`src/hdl/cdms_pkg.sv`:
```
// Shared types and constants for the counter delta multiplex scaler.
// Used by cdms_ctrl, cdms_datapath and the top level; depends on nothing.
package cdms_pkg;

   localparam int DATA_W          = 64;
   localparam int CAP_W           = 8;
   localparam int FIELD_W         = 3;
   localparam int STEP_W          = 6;
   localparam int MUL_STEPS       = 4;   // 32x32 partial products in a 64x64 multiply
   localparam int DIV_STEPS       = 64;  // one quotient bit per step
   localparam logic [CAP_W-1:0] SCALE_CAP_RESET = 8'd8;

   // Result source selected when the output register is loaded
   localparam logic [1:0] RES_ZERO = 2'd0;  // failed read
   localparam logic [1:0] RES_RAW  = 2'd1;  // unscaled count delta
   localparam logic [1:0] RES_SAT  = 2'd2;  // quotient overflow, clamped
   localparam logic [1:0] RES_QUO  = 2'd3;  // scaled quotient

   // Commands from the controller to the datapath
   typedef struct packed {
      logic       clear;     // write zeros at the clearing address
      logic       capture;   // latch request, start store read
      logic       delta;     // register the three deltas
      logic       store;     // write the new reading back
      logic       cap_mul;   // running delta times scale cap
      logic       cap_sel;   // cap the enabled delta, clear accumulator
      logic       mul_en;    // one partial product
      logic [1:0] mul_idx;   // which halves: bit 0 count, bit 1 enabled
      logic       acc_en;    // add the last partial product
      logic       div_step;  // one restoring division step
      logic       load_out;  // load the result register
      logic [1:0] res_sel;
   } ctrl_cmd_type;

   // Status from the datapath to the controller
   typedef struct packed {
      logic clear_last;  // clearing address at the final entry
      logic item_ok;     // read succeeded and CPU/slot in range
      logic muxed;       // running delta nonzero and enabled delta above it
      logic div_sat;     // product high half not below the divisor
      logic out_free;    // result register can take a new result
   } dp_status_type;

endpackage

```
`src/hdl/cdms_ctrl.sv`:
```
// Controller state machine: clearing pass, request sequencing through the
// delta, cap, multiply and divide steps. Uses cdms_pkg.
module cdms_ctrl (
   input  logic                     clock,
   input  logic                     reset,
   input  logic                     req_valid,
   output logic                     req_ready,
   input  cdms_pkg::dp_status_type  status,
   output cdms_pkg::ctrl_cmd_type   cmd
);

   localparam logic [3:0] S_CLEAR  = 4'd0;
   localparam logic [3:0] S_IDLE   = 4'd1;
   localparam logic [3:0] S_DELTA  = 4'd2;
   localparam logic [3:0] S_CAP    = 4'd3;
   localparam logic [3:0] S_CAPSEL = 4'd4;
   localparam logic [3:0] S_MUL    = 4'd5;
   localparam logic [3:0] S_DIVCHK = 4'd6;
   localparam logic [3:0] S_DIV    = 4'd7;
   localparam logic [3:0] S_FINISH = 4'd8;

   localparam int SW = cdms_pkg::STEP_W;

   logic [3:0]    state_ff, state_in;
   logic [SW-1:0] step_ff, step_in;
   logic [1:0]    res_sel_ff, res_sel_in;

   always_ff @(posedge clock) begin
      if (reset) begin
         state_ff   <= S_CLEAR;
         step_ff    <= '0;
         res_sel_ff <= cdms_pkg::RES_ZERO;
      end else begin
         state_ff   <= state_in;
         step_ff    <= step_in;
         res_sel_ff <= res_sel_in;
      end
   end

   // next state and commands
   always_comb begin
      state_in   = state_ff;
      step_in    = step_ff;
      res_sel_in = res_sel_ff;
      cmd        = '0;
      cmd.res_sel = res_sel_ff;
      req_ready  = 1'b0;

      unique case (state_ff)
         S_CLEAR: begin
            cmd.clear = 1'b1;
            if (status.clear_last) begin
               state_in = S_IDLE;
            end
         end
         S_IDLE: begin
            req_ready   = 1'b1;
            cmd.capture = req_valid;
            if (req_valid) begin
               state_in = S_DELTA;
            end
         end
         S_DELTA: begin
            cmd.delta = 1'b1;
            cmd.store = status.item_ok;
            if (status.item_ok) begin
               state_in = S_CAP;
            end else begin
               res_sel_in = cdms_pkg::RES_ZERO;
               state_in   = S_FINISH;
            end
         end
         S_CAP: begin
            cmd.cap_mul = 1'b1;
            if (status.muxed) begin
               state_in = S_CAPSEL;
            end else begin
               res_sel_in = cdms_pkg::RES_RAW;
               state_in   = S_FINISH;
            end
         end
         S_CAPSEL: begin
            cmd.cap_sel = 1'b1;
            step_in     = '0;
            state_in    = S_MUL;
         end
         S_MUL: begin
            // multiply step k, accumulate product of step k-1
            cmd.mul_en  = (step_ff < SW'(cdms_pkg::MUL_STEPS));
            cmd.mul_idx = step_ff[1:0];
            cmd.acc_en  = (step_ff != '0);
            step_in     = step_ff + SW'(1);
            if (step_ff == SW'(cdms_pkg::MUL_STEPS)) begin
               state_in = S_DIVCHK;
            end
         end
         S_DIVCHK: begin
            step_in = '0;
            if (status.div_sat) begin
               res_sel_in = cdms_pkg::RES_SAT;
               state_in   = S_FINISH;
            end else begin
               state_in = S_DIV;
            end
         end
         S_DIV: begin
            cmd.div_step = 1'b1;
            step_in      = step_ff + SW'(1);
            if (step_ff == SW'(cdms_pkg::DIV_STEPS - 1)) begin
               res_sel_in = cdms_pkg::RES_QUO;
               state_in   = S_FINISH;
            end
         end
         S_FINISH: begin
            cmd.load_out = status.out_free;
            if (status.out_free) begin
               state_in = S_IDLE;
            end
         end
         default: begin
            state_in = S_IDLE;
         end
      endcase
   end

endmodule

```
`config.mk`:
```
export PLATFORM = sky130hd
export DESIGN_NAME = cdms_ctrl
export DESIGN_NICKNAME = d
export VERILOG_FILES = /design/src/hdl/cdms_pkg.sv /design/src/hdl/cdms_ctrl.sv
export SDC_FILE = /design/constraint.sdc
export NUM_CORES = 1
export LEC_CHECK = 0
export ABC_AREA = 1
export BUFFER_PORTS_ARGS = -buffer_cell sky130_fd_sc_hd__buf_2
export CAP_MARGIN = 30
export CORE_MARGIN = 2
export CORE_UTILIZATION = 45
export DETAILED_ROUTE_END_ITERATION = 7
export GPL_TIMING_DRIVEN = 0
export PLACE_DENSITY_LB_ADDON = 0.05
export SYNTH_ARGS = -nofsm -noshare
export SYNTH_HDL_FRONTEND = slang
export SYNTH_SLANG_ARGS = --single-unit
```
`constraint.sdc`:
```
create_clock -name clock -period 1.1 [get_ports clock]
set_input_delay 0.165 -clock clock [delete_from_list [all_inputs] [get_ports clock]]
set_output_delay 0.165 -clock clock [all_outputs]
set_load 0.05 [all_outputs]
```
==> impl_metrics.json, run 1 <==
{
  "start_util_pct": 47.1,
  "antenna_found_initial": 0,
  "worst_endpoint": "cmd[4]",
  "yosysWarningCount": 0,
  "stop_stage": "global routing (5_1_grt)",
  "grt_max_degree": 8,
  "num_rows": 15,
  "status": "aborted with a tool error",
  "die_w_microns": 46.1,
  "postCtsHoldBufs": 0,
  "cts_root_buffer": "clkbuf_4",
  "clk_path_buf_depth": 2,
  "yosys_register_bits": 12,
  "worst-ep-kind": "output port",
  "syn_area_sq_um": 796,
  "placed_area_sq_um": 1070,
  "boundaryPins": 23,
  "die_y_microns": 46.1,
  "cts_made_buffers": 3,
  "syn_inst": 136,
  "syn_nets": 146,
  "synthDistinctLibCells": 19,
  "clkSinkCount": 12,
  "avgSynthCellArea_sq_um": 5.85,
  "htreeDepth": 1,
  "gp_congestion": 0.784,
  "dp_hpwl_microns": 1630,
  "ys_seq_area_share_pct": 30.2,
  "error_line": "[ERROR DPL-0033] detailed placement checks failed during check placement.",
  "io_buffers": 22
}
[logic make-up after synthesis]
kind of cell	after synthesis	synth area share (%)
adder cells (fa/ha/maj)	2	3.14
buffers and inverters	28	13.2
AND/OR/NAND/NOR	81	44.0
AO/OA/AOI/OAI	13	9.43
flip-flops	12	30.2
[synth_stat cells]
library cell / number / share of area [%]
a21oi_1: 7 / 4.4
o21a_1: 1 / 0.94
nand3b_1: 2 / 1.9
o21ai_1: 1 / 0.63
o22ai_1: 1 / 0.79
ha_1: 2 / 3.1
nand4_1: 1 / 0.79
nand3_1: 13 / 8.2
nor3b_1: 1 / 0.94
a311oi_1: 1 / 1.1
nor2_2: 4 / 3.1
nor3_1: 5 / 3.1
o21bai_1: 1 / 0.94
nor2_1: 29 / 14
o21ai_0: 1 / 0.63
dfxtp_1: 12 / 30
inv_2: 4 / 1.9
nand2_1: 26 / 12
inv_1: 24 / 11
[stage by stage]
step                TNS [ns]  cells  setup WS [ns]
floorplan              -1.15    136         -0.215
global placement       -3.82    175         -0.296
detailed placement     -4.05    175         -0.288
CTS                    -6.67    193         -0.394
[repair_timing]
action                                  4_1_cts
setup buffers                                14
pin swaps                                    14
gates cloned                                  0
gates resized for setup                      58
endpoints found under the setup margin       24
==> inputs of run 2 (changes only) <==
Settings changed: CORE_AREA from default to 2 2 63 65, CORE_MARGIN 2 to default, CORE_UTILIZATION 45 to default, DIE_AREA from default to 0 0 65 67, PLACE_DENSITY_LB_ADDON 0.05 to 0.15.
Clock period 1.1 ns to 1.4 ns, I/O delays scaled along.
==> impl_metrics.json, run 2 <==
{
  "status": "finished, violations left",
  "violations": "setup timing",
  "placedCellCount": 206,
  "cts_tree": "yes",
  "rr_worst_depth": 9,
  "core_sq_um": 3610,
  "pre_cts_ws_ns": -0.204,
  "clk_pin_slew_ns": 0.05,
  "arrival_ns": 1.27,
  "hold_viol": 0,
  "htreeDepth": 1,
  "maxSlewViolCount": 0,
  "setup.worst_path.class": "flip-flop to output pin",
  "synthTopCellsByArea": "dfxtp_1 30%, nor2_1 14%, nand2_1 12%",
  "swShare_pct": 48.9,
  "yosys.cell_count.top_type": "nor2_1",
  "final_cell_mix": "22 x nand2_1, 20 x nor2_1, 16 x inv_1",
  "finalSetupViolCount": 7,
  "largest_register": "step_ff",
  "yosysWarningCount": 0,
  "synth_async_sr_flop_share_pct": 0,
  "rsz0062_at_grt": "true",
  "r2r-end": "step_ff[5]",
  "synth_edf_count": 0,
  "synth_top_area_cell": "dfxtp_1",
  "p_clk_share_pct": 14.6,
  "syn_area_sq_um": 796,
  "drive_above_1_share_pct": 43.9,
  "instances_no_fill": 219,
  "p_int_mw": 1.12,
  "final.setup.worst_slack_ns": -0.0826,
  "num_rows": 22,
  "ys.flop_type": "dfxtp_1",
  "largest_register_ffs": 6,
  "maxCapViolCount": 0,
  "antenna_cells": 0,
  "reg2reg_from": "state_ff[2]",
  "endpoint_kind": "output pin",
  "vias_per_cell": 4.36,
  "num_vias": 955,
  "layout_commonest_cell": "nand2_1",
  "hold_path_depth": 2,
  "hold-path-endpoint": "state_ff[3]",
  "clkSinkCount": 12,
  "drt-initial-drc-count": 41,
  "cts_made_buffers": 3,
  "synthToLayoutAreaGrowth_pct": 66.5,
  "rrSetupSlack_ns": 0.04,
  "fin_nets": 183,
  "drc": 0,
  "finalClockSkew_ns": 0.00392,
  "max_freq_mhz": 674,
  "die_w_microns": 65,
  "die-area_sq_um": 4360,
  "switching_power_mw": 1.07,
  "seqPwrFrac_pct": 23.6,
  "clk_path_buf_depth": 2,
  "cp-start-kind": "flip-flop",
  "cp_max_fo": 7,
  "syn_inst": 136,
  "drt-total-wl_microns": 2400,
  "die_y_microns": 67,
  "synthTopCellsByCount": "29 x nor2_1, 26 x nand2_1, 24 x inv_1",
  "hold_class": "primary input to flip-flop",
  "dr.pass1.iters": 5,
  "min_from": "reset",
  "grt_max_degree": 8,
  "gp_congestion": 0.806,
  "postCtsHoldBufs": 0,
  "synth_top_area_share_pct": 30.2,
  "dp_hpwl_microns": 1770,
  "yosys_register_bits": 12,
  "p_total_mw": 2.19,
  "io_buffers": 22,
  "p_leak_nw": 0.644,
  "crit_required_ns": 1.19,
  "ys_seq_area_share_pct": 30.2,
  "antenna_found_initial": 0,
  "overflow": 0,
  "slew_headroom_pct": 77.2,
  "cts_root_buffer": "clkbuf_8",
  "grt_pass1_vias": 866,
  "grt_usage_pct": 11.5,
  "avgSynthCellArea_sq_um": 5.85,
  "drtAntennaViolNets": 0,
  "max-vdd-ir-drop_mv": 0.724,
  "syn_nets": 146,
  "boundaryPins": 23,
  "clock_latency_ns": 0.24,
  "p_comb_share_pct": 61.8,
  "grt_pass1_wl_microns": 3780,
  "power.density_nw_per_um2": 1650,
  "reg_top3": "step_ff (6), state_ff (4), res_sel_ff (2)",
  "wire_per_inst_microns": 11.0,
  "start_util_pct": 22.1,
  "synthDistinctLibCells": 19,
  "max_slew.worst_pin.slew_ns": 0.340,
  "min_period_ns": 1.48,
  "finalCritPeriodShare_pct": 106
}
## run 2: cell counts after synthesis
Identical to the previous run, type by type.
## run 2: timing repair
| action | 4_1_cts | 5_1_grt |
|---|---|---|
| gates resized for setup | 46 | 25 |
| hold endpoints to repair | 0 | 0 |
| pin swaps | 4 | 7 |
| endpoints found under the setup margin | 19 | 20 |
| buffers inserted | 6 | 4 |
## run 2: worst max path at each step
stage,startpoint,endpoint,cells after the start
3_3_place_gp,state_ff[2],cmd[4],6
5_1_grt,state_ff[0],cmd[4],6
2_1_floorplan,state_ff[2],cmd[5],4
3_5_place_dp,state_ff[2],cmd[4],6
6_report,state_ff[0],cmd[4],6
4_1_cts,state_ff[2],cmd[4],6
## run 2: layout make-up
class | instances | area [sq um]
flip-flops and latches | 12 | 258
inverters | 28 | 110
fillers | 390 | 2280
multi-input cells | 96 | 571
well taps | 48 | 60.1
repair buffers | 32 | 285
clock buffers | 3 | 41.3
## run 2: kinds of logic (layout without fill, tap and decap cells)
family,after synthesis,in the layout,share of synthesized area (%)
AOI/OAI and AO/OA,13,13,9.43
and+or+nand+nor,81,81,44.0
DFF,12,12,30.2
buffers and inverters,28,63,13.2
adders and majority gates,2,2,3.14
## run 2: worst max-delay path, cell delays in order, from the launching register on
cell and delay, ns:
dfxtp_4 0.39, inv_2 0.05, nor2_4 0.14, nand2_4 0.09, o21bai_4 0.17, inv_2 0.06, buf_8 0.13
## run 2: per-layer routing
| layer | GRT usage [%] | part of all wire (%) |
|---|---|---|
| met5 | 0 | 0 |
| met4 | 4.26 | 1.0 |
| met3 | 4.22 | 4.5 |
| met2 | 19.8 | 52 |
| met1 | 12.9 | 43 |
## run 2: power groups by stage
stage | Sequential [mW] | Clock (mW) | Combinational, mW
2_1_floorplan | 0.552 | 0 | 0.695
3_3_place_gp | 0.494 | 0 | 0.958
3_5_place_dp | 0.490 | 0 | 0.962
4_1_cts | 0.520 | 0.336 | 1.16
5_1_grt | 0.527 | 0.350 | 1.44
6_report | 0.516 | 0.320 | 1.35
## run 2: metrics by stage
stage | hold slack [ns] | cell area [sq um] | utilization, % | TNS, ns
finish | 0.212 | 1330 | 36.7 | -0.261
global route | 0.213 | 1330 | 36.7 | -1.01
CTS | 0.209 | 1220 | 33.7 | -0.284
detailed placement | 0.476 | 992 | 27.5 | -0.750
global placement | 0.472 | 992 | 27.5 | -0.779
floorplan | 0.279 | 822 | - | -0.612
No activity file was read; power rests on OpenSTA's default activity.
==> inputs of run 3 (changes only) <==
==> constraint.sdc (replaced) <==
create_clock -name clock -period 1.54 [get_ports clock]
set_input_delay 0.308 -clock clock [delete_from_list [all_inputs] [get_ports clock]]
set_output_delay 0.308 -clock clock [all_outputs]
set_load 0.05 [all_outputs]
==> impl_metrics.json, run 3 (synthesized netlist as in run 2, its figures left out) <==
{
  "status": "finished, violations left",
  "violations": "setup timing",
  "num_vias": 935,
  "placed_area_sq_um": 992,
  "min_period_ns": 1.58,
  "finalClockSkew_ns": 0.000684,
  "cp_max_fo": 6,
  "multiInputGateArea_sq_um": 524,
  "p_int_mw": 0.882,
  "finalSetupViolCount": 1,
  "whs_ns": 0.309,
  "finalCritPeriodShare_pct": 103,
  "drt-initial-drc-count": 23,
  "drt-total-wl_microns": 2320,
  "max_freq_mhz": 633,
  "max_slew.worst_pin.slew_ns": 0.340,
  "arrival_ns": 1.27,
  "antenna_found_initial": 0,
  "setup.worst_path.class": "flip-flop to output pin",
  "die_y_microns": 67,
  "cts_made_buffers": 3,
  "hold_viol": 0,
  "p_clk_share_pct": 15.5,
  "htreeDepth": 1,
  "endpoint_kind": "output pin",
  "cts_root_buffer": "clkbuf_8",
  "final.fill_count": 397,
  "drtAntennaViolNets": 0,
  "grt_pass1_vias": 919,
  "hold_class": "primary input to flip-flop",
  "fin_nets": 178,
  "grt_max_degree": 8,
  "p_comb_share_pct": 57.9,
  "clock_latency_ns": 0.23,
  "cp-start-kind": "flip-flop",
  "boundaryPins": 23,
  "drc": 0,
  "num_rows": 22,
  "final.setup.worst_slack_ns": -0.0400,
  "maxCapViolCount": 0,
  "swShare_pct": 50.4,
  "grt_usage_pct": 11.4,
  "start_util_pct": 22.1,
  "antenna_cells": 0,
  "p_leak_nw": 0.621,
  "seqPwrFrac_pct": 26.6,
  "switching_power_mw": 0.895,
  "vias_per_cell": 4.37,
  "postCtsHoldBufs": 0,
  "cts_tree": "yes",
  "power.density_nw_per_um2": 1480,
  "maxSlewViolCount": 0,
  "rsz0062_at_grt": "true",
  "utilization_pct": 33.4,
  "largest_register_ffs": 6,
  "core_sq_um": 3610,
  "grt_pass1_wl_microns": 3780,
  "clk_path_buf_depth": 2,
  "overflow": 0,
  "gp_congestion": 0.814,
  "wire_per_inst_microns": 10.9,
  "slew_headroom_pct": 77.2,
  "final_cell_mix": "25 x nor2_1, 24 x nand2_1, 21 x inv_1",
  "drive_above_1_share_pct": 33.7,
  "regArea_sq_um": 254,
  "clk_pin_slew_ns": 0.05,
  "synthToLayoutAreaGrowth_pct": 51.3,
  "reg_top3": "step_ff (6), state_ff (4), res_sel_ff (2)",
  "dr.pass1.iters": 2,
  "dp_hpwl_microns": 1800,
  "die-area_sq_um": 4360,
  "die_w_microns": 65,
  "largest_register": "step_ff",
  "max-vdd-ir-drop_mv": 0.837,
  "clkSinkCount": 12,
  "final_area_sq_um": 1200,
  "pre_cts_ws_ns": -0.162,
  "crit_required_ns": 1.23,
  "io_buffers": 22,
  "layout_commonest_cell": "nor2_1"
}
run 3: cell count changes in the layout (fill, tap and decap cells not counted), sizes merged:
cell,delta
buf,-5
run 3: final timing paths:
| check | start | to | slack (ns) | depth (start not counted) |
|---|---|---|---|---|
| min | reset | step_ff[1] | 0.31 | 2 |
| max reg2reg | state_ff[2] | res_sel_ff[1] | 0.19 | 10 |
| max | state_ff[2] | cmd[4] | -0.04 | 6 |
| min reg2reg | step_ff[1] | step_ff[1] | 0.50 | 2 |
run 3: layout make-up:
type                            instances  share of cell area [%]
Multi-Input combinational cell         96                    43.6
Sequential cell                        12                    21.1
Timing Repair Buffer                   27                    17.8
Inverter                               28                    9.15
Tap cell                               48                    4.99
Clock buffer                            3                    3.43
run 3: power groups by stage:
stage / logic, mW / clock network (mW) / registers, mW
after floorplan: 0.632 / 0 / 0.502
final: 1.03 / 0.276 / 0.472
after detailed placement: 0.883 / 0 / 0.445
after global routing: 1.12 / 0.302 / 0.478
after global placement: 0.876 / 0 / 0.445
after CTS: 0.973 / 0.291 / 0.470
run 3: critical path, stage by stage, from the launching register on:
cell	delay, ns
dfxtp_4	0.38
inv_4	0.04
nor2_4	0.15
nand2_4	0.09
o21bai_1	0.16
inv_1	0.06
buf_6	0.15
run 3: timing repair:
item | 4_1_cts | 5_1_grt
buffers inserted | 3 | 2
pin swaps | 3 | 3
gates cloned | 0 | 0
setup endpoints to repair | 13 | 14
resized for setup | 33 | 14
run 3: layer usage:
layer	routed length (microns)	track usage [%]	vias up	share of wire, %
li1	-	-	484	-
met1	1080	12.8	437	46
met2	1160	20.2	12	50
met3	60	3.04	2	2.6
met4	23	4.52	0	0.99
met5	0	0	-	0
run 3: metrics by stage:
stage / setup TNS, ns / instances / power, mW
5_1_grt: -0.537 / 214 / 1.90
2_1_floorplan: -0.486 / 136 / 1.13
4_1_cts: -0.0684 / 212 / 1.73
3_5_place_dp: -0.336 / 206 / 1.33
3_3_place_gp: -0.354 / 206 / 1.32
6_report: -0.0400 / 214 / 1.78
